--- config.mk ---
export PLATFORM = sky130hd
export DESIGN_NAME = url_percent_decoder_flat
export DESIGN_NICKNAME = d
export VERILOG_FILES = /design/src/rtl/core/upd_pkg.sv /design/src/rtl/core/upd_if.sv /design/src/rtl/core/upd_front.sv /design/src/rtl/core/upd_queue.sv /design/src/rtl/core/upd_back.sv /design/src/rtl/core/url_percent_decoder.sv /design/src/flat_wrapper.sv
export SDC_FILE = /design/constraint.sdc
export NUM_CORES = 1
export LEC_CHECK = 0
export BUFFER_PORTS_ARGS = -buffer_cell sky130_fd_sc_hd__buf_2
export CAP_MARGIN = 40
export CORE_ASPECT_RATIO = 1.75
export CORE_UTILIZATION = 35
export CTS_BUF_LIST = sky130_fd_sc_hd__clkbuf_4 sky130_fd_sc_hd__clkbuf_8
export DETAILED_ROUTE_END_ITERATION = 8
export GPL_ROUTABILITY_DRIVEN = 0
export PLACE_DENSITY = 0.62
export SETUP_SLACK_MARGIN = 0.05
export SYNTH_ARGS = -nofsm -noshare
export SYNTH_HDL_FRONTEND = slang
export SYNTH_SLANG_ARGS = --single-unit
export TNS_END_PERCENT = 20
--- constraint.sdc ---
create_clock -name clk_i -period 4.35 [get_ports clk_i]
set_input_delay 0.87 -clock clk_i [delete_from_list [all_inputs] [get_ports clk_i]]
set_output_delay 0.87 -clock clk_i [all_outputs]
set_load 0.01 [all_outputs]
--- src/rtl/core/upd_pkg.sv ---
// ----------------------------------------------------------------------------
// upd_pkg
// Shared types and constants of the URL percent-decoder.
// ----------------------------------------------------------------------------
package upd_pkg;

  // Most result bytes that one input transaction can cause
  localparam int unsigned MaxRes = 3;
  // Queue depth between front and back, in packets
  localparam int unsigned QDepth = 4;
  localparam int unsigned QPtrW  = $clog2(QDepth);

  // One packet: the result bytes of one input transaction, in order.
  // cnt is 1 to MaxRes; last marks a packet from the final byte of a string.
  typedef struct packed {
    logic [1:0]            cnt;
    logic [MaxRes-1:0][7:0] bytes;
    logic                  last;
  } upd_pkt_t;

  // Push side of the queue
  typedef struct packed {
    logic     push;
    upd_pkt_t pkt;
  } upd_push_t;

  // Head side of the queue
  typedef struct packed {
    logic     avail;
    upd_pkt_t pkt;
  } upd_head_t;

endpackage

--- src/rtl/core/upd_if.sv ---
// ----------------------------------------------------------------------------
// upd_in_if / upd_out_if
// Valid/ready channels for encoded input bytes and decoded output bytes.
// ----------------------------------------------------------------------------
interface upd_in_if;
  logic       valid;
  logic       ready;
  logic [7:0] in_byte;
  logic       in_last;

  modport source (output valid, output in_byte, output in_last, input ready);
  modport sink   (input valid, input in_byte, input in_last, output ready);
endinterface

interface upd_out_if;
  logic       valid;
  logic       ready;
  logic [7:0] out_byte;
  logic       out_last;

  modport source (output valid, output out_byte, output out_last, input ready);
  modport sink   (input valid, input out_byte, input out_last, output ready);
endinterface

--- src/rtl/core/upd_front.sv ---
// ----------------------------------------------------------------------------
// upd_front
// Accepts encoded bytes, tracks escape state and builds result packets.
// ----------------------------------------------------------------------------
module upd_front
  import upd_pkg::*;
(
  input  logic      clk_i,
  input  logic      rst_ni,
  upd_in_if.sink    in_i,
  input  logic      q_full_i,
  output upd_push_t push_o
);

  localparam logic [7:0] ChPercent = 8'h25;
  localparam logic [7:0] ChPlus    = 8'h2B;
  localparam logic [7:0] ChSpace   = 8'h20;

  typedef enum logic [1:0] {
    PH_IDLE,
    PH_PCT,
    PH_DIG
  } phase_e;

  phase_e     phase_q, phase_d;
  logic [7:0] held_q, held_d;
  logic       acc;

  function automatic logic is_hex(input logic [7:0] c);
    return c inside {[8'h30:8'h39], [8'h41:8'h46], [8'h61:8'h66]};
  endfunction

  function automatic logic [3:0] hex_val(input logic [7:0] c);
    logic [7:0] u;
    u = c;
    if (c inside {[8'h30:8'h39]}) begin
      return c[3:0];
    end
    if (c inside {[8'h61:8'h66]}) begin
      u = c - 8'h20;
    end
    return 4'(u - 8'h41 + 8'd10);
  endfunction

  // Result of decoding the current byte from idle
  logic       idle_n;
  logic [7:0] idle_b;
  logic       idle_pct;
  // Bytes emitted ahead of the idle result: 0, 1 ('%') or 2 ('%', held digit)
  logic [1:0] pre_n;
  logic       use_idle;

  assign in_i.ready = !q_full_i;
  assign acc        = in_i.valid && !q_full_i;

  always_comb begin
    idle_pct = (in_i.in_byte == ChPercent) && !in_i.in_last;
    idle_n   = !idle_pct;
    idle_b   = (in_i.in_byte == ChPlus) ? ChSpace : in_i.in_byte;
  end

  always_comb begin
    phase_d        = phase_q;
    held_d         = held_q;
    pre_n          = 2'd0;
    use_idle       = 1'b1;
    push_o.pkt     = '0;
    push_o.pkt.last = in_i.in_last;
    push_o.push    = 1'b0;

    case (phase_q)
      PH_PCT: begin
        pre_n = 2'd1;
        if (is_hex(in_i.in_byte)) begin
          if (!in_i.in_last) begin
            held_d   = in_i.in_byte;
            pre_n    = 2'd0;
            use_idle = 1'b0;
          end
        end
      end
      PH_DIG: begin
        if (!is_hex(in_i.in_byte)) begin
          pre_n = 2'd2;
        end
      end
      default: begin
        pre_n = 2'd0;
      end
    endcase

    push_o.pkt.bytes[0] = ChPercent;
    push_o.pkt.bytes[1] = held_q;
    if (phase_q == PH_DIG && is_hex(in_i.in_byte)) begin
      // Complete escape: one decoded byte
      push_o.pkt.bytes[0] = {hex_val(held_q), hex_val(in_i.in_byte)};
      push_o.pkt.cnt      = 2'd1;
      phase_d             = PH_IDLE;
    end else if (!use_idle) begin
      // Hold first hex digit, nothing to emit
      push_o.pkt.cnt = 2'd0;
      phase_d        = PH_DIG;
    end else begin
      if (phase_q == PH_PCT && is_hex(in_i.in_byte)) begin
        // Final byte after '%': flush both as literals
        push_o.pkt.bytes[1] = in_i.in_byte;
        push_o.pkt.cnt      = 2'd2;
      end else begin
        push_o.pkt.bytes[pre_n] = idle_b;
        push_o.pkt.cnt          = pre_n + {1'b0, idle_n};
      end
      phase_d = idle_pct ? PH_PCT : PH_IDLE;
    end

    if (in_i.in_last) begin
      phase_d = PH_IDLE;
    end
    push_o.push = acc && (push_o.pkt.cnt != 2'd0);
  end

  always_ff @(posedge clk_i or negedge rst_ni) begin
    if (!rst_ni) begin
      phase_q <= PH_IDLE;
      held_q  <= '0;
    end else if (acc) begin
      phase_q <= phase_d;
      held_q  <= held_d;
    end
  end

endmodule

--- src/rtl/core/upd_queue.sv ---
// ----------------------------------------------------------------------------
// upd_queue
// Short packet queue between the front and the back.
// ----------------------------------------------------------------------------
module upd_queue
  import upd_pkg::*;
(
  input  logic      clk_i,
  input  logic      rst_ni,
  input  upd_push_t push_i,
  input  logic      pop_i,
  output logic      full_o,
  output upd_head_t head_o
);

  upd_pkt_t         mem_q [QDepth];
  logic [QPtrW-1:0] wr_q, rd_q;
  logic [QPtrW:0]   cnt_q;
  logic             do_push, do_pop;

  assign full_o       = (cnt_q == (QPtrW+1)'(QDepth));
  assign head_o.avail = (cnt_q != '0);
  assign head_o.pkt   = mem_q[rd_q];
  assign do_push      = push_i.push && !full_o;
  assign do_pop       = pop_i && head_o.avail;

  always_ff @(posedge clk_i) begin
    if (do_push) begin
      mem_q[wr_q] <= push_i.pkt;
    end
  end

  always_ff @(posedge clk_i or negedge rst_ni) begin
    if (!rst_ni) begin
      wr_q  <= '0;
      rd_q  <= '0;
      cnt_q <= '0;
    end else begin
      if (do_push) begin
        wr_q <= wr_q + 1'b1;
      end
      if (do_pop) begin
        rd_q <= rd_q + 1'b1;
      end
      case ({do_push, do_pop})
        2'b10:   cnt_q <= cnt_q + 1'b1;
        2'b01:   cnt_q <= cnt_q - 1'b1;
        default: cnt_q <= cnt_q;
      endcase
    end
  end

endmodule

--- src/rtl/core/upd_back.sv ---
// ----------------------------------------------------------------------------
// upd_back
// Unrolls packets into single output bytes through an output register.
// ----------------------------------------------------------------------------
module upd_back
  import upd_pkg::*;
(
  input  logic      clk_i,
  input  logic      rst_ni,
  input  upd_head_t head_i,
  output logic      pop_o,
  upd_out_if.source out_o
);

  logic [1:0] idx_q;
  logic       ov_q;
  logic [7:0] ob_q;
  logic       ol_q;
  logic       load, at_end;

  assign at_end = (idx_q == head_i.pkt.cnt - 2'd1);
  assign load   = head_i.avail && (!ov_q || out_o.ready);
  assign pop_o  = load && at_end;

  assign out_o.valid    = ov_q;
  assign out_o.out_byte = ob_q;
  assign out_o.out_last = ol_q;

  always_ff @(posedge clk_i or negedge rst_ni) begin
    if (!rst_ni) begin
      ov_q  <= 1'b0;
      idx_q <= '0;
    end else begin
      if (load) begin
        ov_q  <= 1'b1;
        idx_q <= at_end ? 2'd0 : idx_q + 2'd1;
      end else if (out_o.ready) begin
        ov_q <= 1'b0;
      end
    end
  end

  always_ff @(posedge clk_i) begin
    if (load) begin
      ob_q <= head_i.pkt.bytes[idx_q];
      ol_q <= head_i.pkt.last && at_end;
    end
  end

endmodule

--- src/rtl/core/url_percent_decoder.sv ---
// ----------------------------------------------------------------------------
// url_percent_decoder
// Streaming URL percent-decoder with decoupled front end and output back end.
// ----------------------------------------------------------------------------
// Takes one encoded byte per transaction, with in_last on the final byte of
// a string, and returns the decoded bytes, with out_last on the final one.
// "%hh" (either case) becomes one byte, '+' becomes a space, anything else
// passes through; a broken escape is emitted as literal bytes, and pending
// escape bytes are flushed at the end of a string. The front end accepts one
// transaction per cycle while the packet queue (four entries) has room; the
// back end sends one output byte per cycle while the sink is ready, and an
// input byte causes from none to three results. Results pass through the
// queue and the output register.
// ----------------------------------------------------------------------------
module url_percent_decoder
  import upd_pkg::*;
(
  input  logic      clk_i,
  input  logic      rst_ni,
  upd_in_if.sink    in_i,
  upd_out_if.source out_o
);

  upd_push_t push;
  upd_head_t head;
  logic      q_full;
  logic      pop;

  // Classify input bytes, track escape state, build packets
  upd_front u_front (
    .clk_i    (clk_i),
    .rst_ni   (rst_ni),
    .in_i     (in_i),
    .q_full_i (q_full),
    .push_o   (push)
  );

  // Hold packets so front and back can stall independently
  upd_queue u_queue (
    .clk_i  (clk_i),
    .rst_ni (rst_ni),
    .push_i (push),
    .pop_i  (pop),
    .full_o (q_full),
    .head_o (head)
  );

  // Send packet bytes one per transaction
  upd_back u_back (
    .clk_i  (clk_i),
    .rst_ni (rst_ni),
    .head_i (head),
    .pop_o  (pop),
    .out_o  (out_o)
  );

endmodule
--- src/flat_wrapper.sv ---
// flat-port wrapper written by rule: the top's interface ports become plain ports
module url_percent_decoder_flat import upd_pkg::*;
  (clk_i, rst_ni, in_i_valid, in_i_in_byte, in_i_in_last, in_i_ready, out_o_valid, out_o_out_byte, out_o_out_last, out_o_ready);
  upd_in_if in_i_i ();
  upd_out_if out_o_i ();
  input  logic clk_i;
  input  logic rst_ni;
  input wire logic [$bits(in_i_i.valid)-1:0] in_i_valid;
  input wire logic [$bits(in_i_i.in_byte)-1:0] in_i_in_byte;
  input wire logic [$bits(in_i_i.in_last)-1:0] in_i_in_last;
  output wire logic [$bits(in_i_i.ready)-1:0] in_i_ready;
  output wire logic [$bits(out_o_i.valid)-1:0] out_o_valid;
  output wire logic [$bits(out_o_i.out_byte)-1:0] out_o_out_byte;
  output wire logic [$bits(out_o_i.out_last)-1:0] out_o_out_last;
  input wire logic [$bits(out_o_i.ready)-1:0] out_o_ready;
  assign in_i_i.valid = in_i_valid;
  assign in_i_i.in_byte = in_i_in_byte;
  assign in_i_i.in_last = in_i_in_last;
  assign in_i_ready = in_i_i.ready;
  assign out_o_valid = out_o_i.valid;
  assign out_o_out_byte = out_o_i.out_byte;
  assign out_o_out_last = out_o_i.out_last;
  assign out_o_i.ready = out_o_ready;
  url_percent_decoder u_core (.clk_i(clk_i), .rst_ni(rst_ni), .in_i(in_i_i), .out_o(out_o_i));
endmodule
==> results of run 1 <==
-- metrics by stage --
step | hold slack, ns | setup WS, ns
after global routing | 0.4058 | 0.2795
after global placement | 0.4700 | 0.2444
after floorplan | 0.4565 | 0.3516
after detailed placement | 0.4767 | 0.09420
after CTS | 0.3900 | 0.5636
final | 0.4045 | 0.5144
-- metal layers --
layer	track usage, %	up-vias
met5	0	-
met4	6.103	0
met3	3.275	16
met2	28.03	90
met1	15.67	1785
li1	-	1575
-- report_power, final --
group | total [mW] | switching (mW) | internal, mW
clock | 1.19 | 0.495 | 0.694
sequential | 1.89 | 0.141 | 1.75
combinational | 1.16 | 0.614 | 0.542
-- worst max-delay path: cells and delay by family --
family / cells / cell delay (ns)
adders and majority gates: 4 / 1.11
AOI/OAI and AO/OA: 4 / 1.00
xor gates and xnor gates: 3 / 0.48
and+or+nand+nor: 3 / 0.38
buffers and inverters: 4 / 0.36
-- state kept, by name, indices dropped and copies added, names as in the netlist --
name and flops:
u_core.u_queue.rd_q 2, u_core.u_back.idx_q 2, u_core.u_front.phase_q 2, u_core.u_front.held_q 8, u_core.u_queue.mem_q 108, u_core.u_back.out_o.out_last 1, u_core.u_back.out_o.out_byte 8, u_core.u_queue.wr_q 2
u_core.u_back.out_o.valid 1, u_core.u_queue.cnt_q 3
-- synthesized netlist by cell type, types with 3 or more instances --
| library cell | number |
|---|---|
| edfxtp_1 | 117 |
| mux4_2 | 27 |
| inv_1 | 25 |
| dfrtp_1 | 20 |
| ha_1 | 15 |
| and2_1 | 14 |
| nand2_1 | 14 |
| mux2i_1 | 13 |
| mux2_2 | 9 |
| nor2_1 | 9 |
| nor2b_1 | 9 |
| o22ai_1 | 9 |
| a21oi_1 | 7 |
| xnor2_1 | 7 |
| clkbuf_1 | 6 |
| o21ai_0 | 6 |
| buf_2 | 5 |
| mux2_4 | 5 |
| nand2b_1 | 5 |
| nand3_1 | 5 |
| nand4_1 | 5 |
| a211oi_1 | 4 |
| a31oi_1 | 4 |
| nor3_1 | 4 |
| buf_1 | 3 |
| o21bai_1 | 3 |
| o31ai_1 | 3 |
| xor2_1 | 3 |
-- cells by family (layout without fill, tap and decap cells) --
kind of cell    after synthesis  after routing
fa+ha+maj                    16             16
xor+xnor                     10             10
flops                       137            137
simple gates                 77             77
buf+inv                      42             89
mux                          55             55
compound gates               54             54
-- final timing paths --
kind,from,to,slack (ns),depth (start not counted)
min reg2reg,u_core.u_queue.cnt_q[2],u_core.u_queue.cnt_q[2],0.49,1
min,rst_ni,u_core.u_queue.rd_q[1],0.40,1
max reg2reg,u_core.u_front.phase_q[1],u_core.u_queue.cnt_q[2],0.95,14
max,in_i_in_byte[1],u_core.u_queue.cnt_q[2],0.51,18
max in group asynchronous,rst_ni,u_core.u_queue.rd_q[0],3.57,1
min in group clk_i,u_core.u_queue.cnt_q[2],u_core.u_queue.cnt_q[2],0.49,1
-- area by class of cell --
| type | instances | share of cell area (%) |
|---|---|---|
| multi-input combinational | 212 | 28.74 |
| inverter | 25 | 1.313 |
| clock inverter | 14 | 3.098 |
| timing repair buffer | 32 | 3.256 |
| sequential | 137 | 56.17 |
| tap | 231 | 4.043 |
| clock buffer | 18 | 3.378 |
==> impl_metrics.ini, run 1 <==
[cts]
clock_latency_ns = 0.43
ctsHoldBuffers = 0
clockRootBuffer = clkbuf_8
cts-resized-gates = 0
clkSlewWorstSetupHoldPaths_ns = 0.08
cts_max_path_buffers = 2
cts.sinks = 137
cts_buffers = 17
cts_tree = built
postCtsSetupBuffers = 0
cts-htree-levels = 4

[route]
ant_nets = 0
firstDrtPassIters = 4
wl_met3_um = 400
vias = 3466
drt-total-wl_um = 12490
top_layer = met4
wl_met2_um = 7061
vias_per_cell = 5.181
drcViolationCount = 0
wl_met1_um = 4782
wl_per_cell_um = 18.67
first_iter_violations = 229

[yosys]
yosysUniqueCellTypes = 56
ys_async_sr_fraction_pct = 14.60
synth_area_leader_cell = edfxtp_1
yosysTopAreaCellShare_pct = 56.20
ys.flop_type = edfxtp_1
synth-seq-area-share_pct = 64.21
synthMuxAreaShare_pct = 14.81
synth_enable_flop_cells = 117
syn-mean-instance-area_um2 = 15.99
syn_area_um2 = 6251
synth_simple_gate_area_share_pct = 6.906
ys.warnings.count = 0
synthCells = 391
ys_seq_elements = 137
synth_fa_ha_area_share_pct = 3.323
synth_compound_area_share_pct = 6.425
synth_xor_xnor_area_share_pct = 1.401
syn_nets = 420
synth_top_family_by_area = multiplexers
synth_area_leaders = edfxtp_1 (56%), mux4_2 (9.7%), dfrtp_1 (8.0%)

[placement]
place_area_um2 = 6685
dp_hpwl_um = 8673
dp_cells = 637
port_buffers = 23

[finish]
drive_gt1_share_pct = 26.71
nFillCells = 1664
syn2layout_area_growth_pct = 14.35
final_util_pct = 40.95
stdcell_count = 669
final_common_cell = edfxtp_1
nets = 454
layout_common_cells = edfxtp_1 (117), mux4_2 (27), inv_1 (25)
design_area_um2 = 7148
diodes = 0
seq_area_um2 = 4015
multi_input_area_um2 = 2054

[sta]
finalClockSkew_ns = 0.01124
setup_violations = 0
slew_headroom_pct = 49.46
worstMarginPinSlew_ns = 0.7512
period_share_pct = 88.17
fin_crit_ns = 3.836
fmax_mhz = 260.7
rsz0062_at_grt = false
tns_ns = 0
slew_violations = 0
hold_viol_final = 0

[power]
p_leak_nw = 2.587
p_total_mw = 4.233
cellPowerDensity_nw_per_um2 = 592.2
vdd_drop_max_v = 0.0002245

[floorplan]
die_w_um = 103.0
die_area_um2 = 18420
die_height_um = 178.8
start_util_pct = 35.81
ios = 24
core_um2 = 17460
fp-row-count = 64

[global_routing]
grt_first_pass_wirelength_um = 19700
grt_usage_pct = 14.93
gr-total-overflow = 0
antenna_found_initial = 0
grt_max_degree = 28
grt_pass1_vias = 3654

[flow_run]
drv_cap = 0

[worst_setup_path]
crit_fanout = 7
cp_slowest_cell = fa_1
slowest_delay_ns = 0.43
crit_required_ns = 4.71
crit_chain = buf_2 -> inv_1 -> ha_1 -> nand2b_1 -> a221o_1 -> nand3_1 -> o21a_1 -> ha_1 -> xnor2_1 -> a311oi_2 -> a211oi_4 -> inv_1 -> ha_1 -> inv_1 -> fa_1 -> xor2_1 -> nor2_1 -> xor2_1
end_kind = flip-flop
worstPathArrival_ns = 4.20
crit_type = in -> reg
start_kind = input pin

[status]
status = complete, no violations

[worst_hold_path]
hold_path.class = in -> async
Note: power is estimated with default switching activity, not from simulation.
==> run 2: changes to the inputs <==
- BUFFER_PORTS_ARGS: -buffer_cell sky130_fd_sc_hd__buf_2 -> -buffer_cell sky130_fd_sc_hd__clkbuf_2
- CORE_UTILIZATION: 35 -> 45
- PLACE_DENSITY: 0.62 -> 0.73
==> impl_metrics.ini, run 2 (synthesis results as in run 1) <==
[sta]
worstMarginPinSlew_ns = 0.7594
rsz0062_at_grt = false
slew_headroom_pct = 48.91
slew_violations = 0
hold_viol_final = 0
tns_ns = 0
fmax_mhz = 263.7
fin_crit_ns = 3.792
period_share_pct = 87.17
finalClockSkew_ns = 0.01258
setup_violations = 0

[worst_hold_path]
hold_path.class = in -> async

[power]
p_leak_nw = 2.607
clkPwrFrac_pct = 28.3
switching_share_pct = 28.32
power_frac_comb_pct = 28.1
vdd_drop_max_v = 0.0002558
net-switching-power_mw = 1.198
p_total_mw = 4.231
cellPowerDensity_nw_per_um2 = 598.8
intPower_mw = 3.033
p_seq_share_pct = 43.6

[finish]
layout_common_cells = edfxtp_1 (117), mux4_2 (27), inv_1 (25)
syn2layout_area_growth_pct = 13.03
final_common_cell = edfxtp_1
stdcell_count = 613
largest_register_ffs = 108
nets = 455
top_register = u_core.u_queue.mem_q
diodes = 0
drive_gt1_share_pct = 26.65
final_util_pct = 52.52
design_area_um2 = 7066

[global_routing]
grt_first_pass_wirelength_um = 18820
grt_max_degree = 28
grt_usage_pct = 17.91
antenna_found_initial = 0
grt_pass1_vias = 3612
gr-total-overflow = 0

[route]
drt-total-wl_um = 11850
ant_nets = 0
wl_per_cell_um = 19.33
vias = 3382
first_iter_violations = 197
firstDrtPassIters = 4
drcViolationCount = 0
vias_per_cell = 5.517

[worst_setup_path]
crit_fanout = 7
path_delay_family = adder cells
end_kind = flip-flop
crit_chain = clkbuf_2 -> inv_1 -> ha_1 -> nand2b_1 -> a221o_1 -> nand3_1 -> o21a_1 -> ha_1 -> xnor2_1 -> a311oi_2 -> a211oi_4 -> inv_1 -> ha_1 -> inv_1 -> fa_1 -> xor2_1 -> nor2_1 -> xor2_1
startpoint = in_i_in_byte[1]
start_kind = input pin
crit_required_ns = 4.70
r2r_start = u_core.u_front.phase_q[1]
slowest_delay_ns = 0.43
crit_type = in -> reg
cp.buffers_inverters = 4
cp_slowest_cell = fa_1
worstPathArrival_ns = 4.14

[cts]
cts_buffers = 17
cts.sinks = 137
ctsHoldBuffers = 0
cts-htree-levels = 4
cts-resized-gates = 0
clock_latency_ns = 0.43
postCtsSetupBuffers = 0
cts_tree = built
clockRootBuffer = clkbuf_8
cts_max_path_buffers = 2
clkSlewWorstSetupHoldPaths_ns = 0.07

[floorplan]
ios = 24
core_um2 = 13450
die_w_um = 91.10
start_util_pct = 46.47
die_height_um = 157.9
die_area_um2 = 14390
fp-row-count = 56

[placement]
dp_cells = 581
dp_hpwl_um = 8139
place_area_um2 = 6596
port_buffers = 23

[status]
status = complete, no violations

[flow_run]
drv_cap = 0
[run 2: cell types whose count changed in the layout (fill, tap and decap cells not counted), sizes merged]
cell / delta
clkinv: -1
clkinvlp: -2
buf: -22
clkbuf: +28
inv: -2
[run 2: final timing paths]
check,slack [ns],endpoint,cells after the start
setup / recovery,0.56,u_core.u_queue.cnt_q[2],18
hold / removal,0.42,u_core.u_back.idx_q[1],1
setup reg to reg,1.02,u_core.u_queue.cnt_q[2],14
hold reg to reg,0.51,u_core.u_back.out_o.valid,2
max in group asynchronous,3.54,u_core.u_queue.rd_q[0],1
min in group clk_i,0.51,u_core.u_back.out_o.valid,2
[run 2: power groups by stage]
stage                     clock (mW)  sequential (mW)  combinational, mW
after global placement             0             1.86               1.20
after floorplan                    0             1.87              0.853
after detailed placement           0             1.88               1.22
final                           1.20             1.85               1.19
after CTS                       1.21             1.85               1.22
after global routing            1.27             1.87               1.30
[run 2: area by class of cell]
type	instances	area, um2
multi-input cells	212	2054
repair buffers	33	215.2
clock buffers	23	297.8
well taps	174	217.7
clock inverters	9	171.4
flip-flops and latches	137	4015
fillers	1112	6387
inverters	25	93.84
[run 2: metrics by stage]
step | hold WS, ns | worst slack (ns)
after CTS | 0.4100 | 0.6009
final | 0.4160 | 0.5581
after global placement | 0.4699 | 0.2704
after global routing | 0.4383 | 0.3183
after floorplan | 0.4565 | 0.3516
after detailed placement | 0.4909 | 0.1222
[run 2: routing by layer]
layer	GRT usage (%)	wire length [um]	part of all wire [%]
met5	0	0	0
met2	34.13	6732	57
met4	7.634	179	1.5
met3	4.611	402	3.4
met1	18.31	4533	38
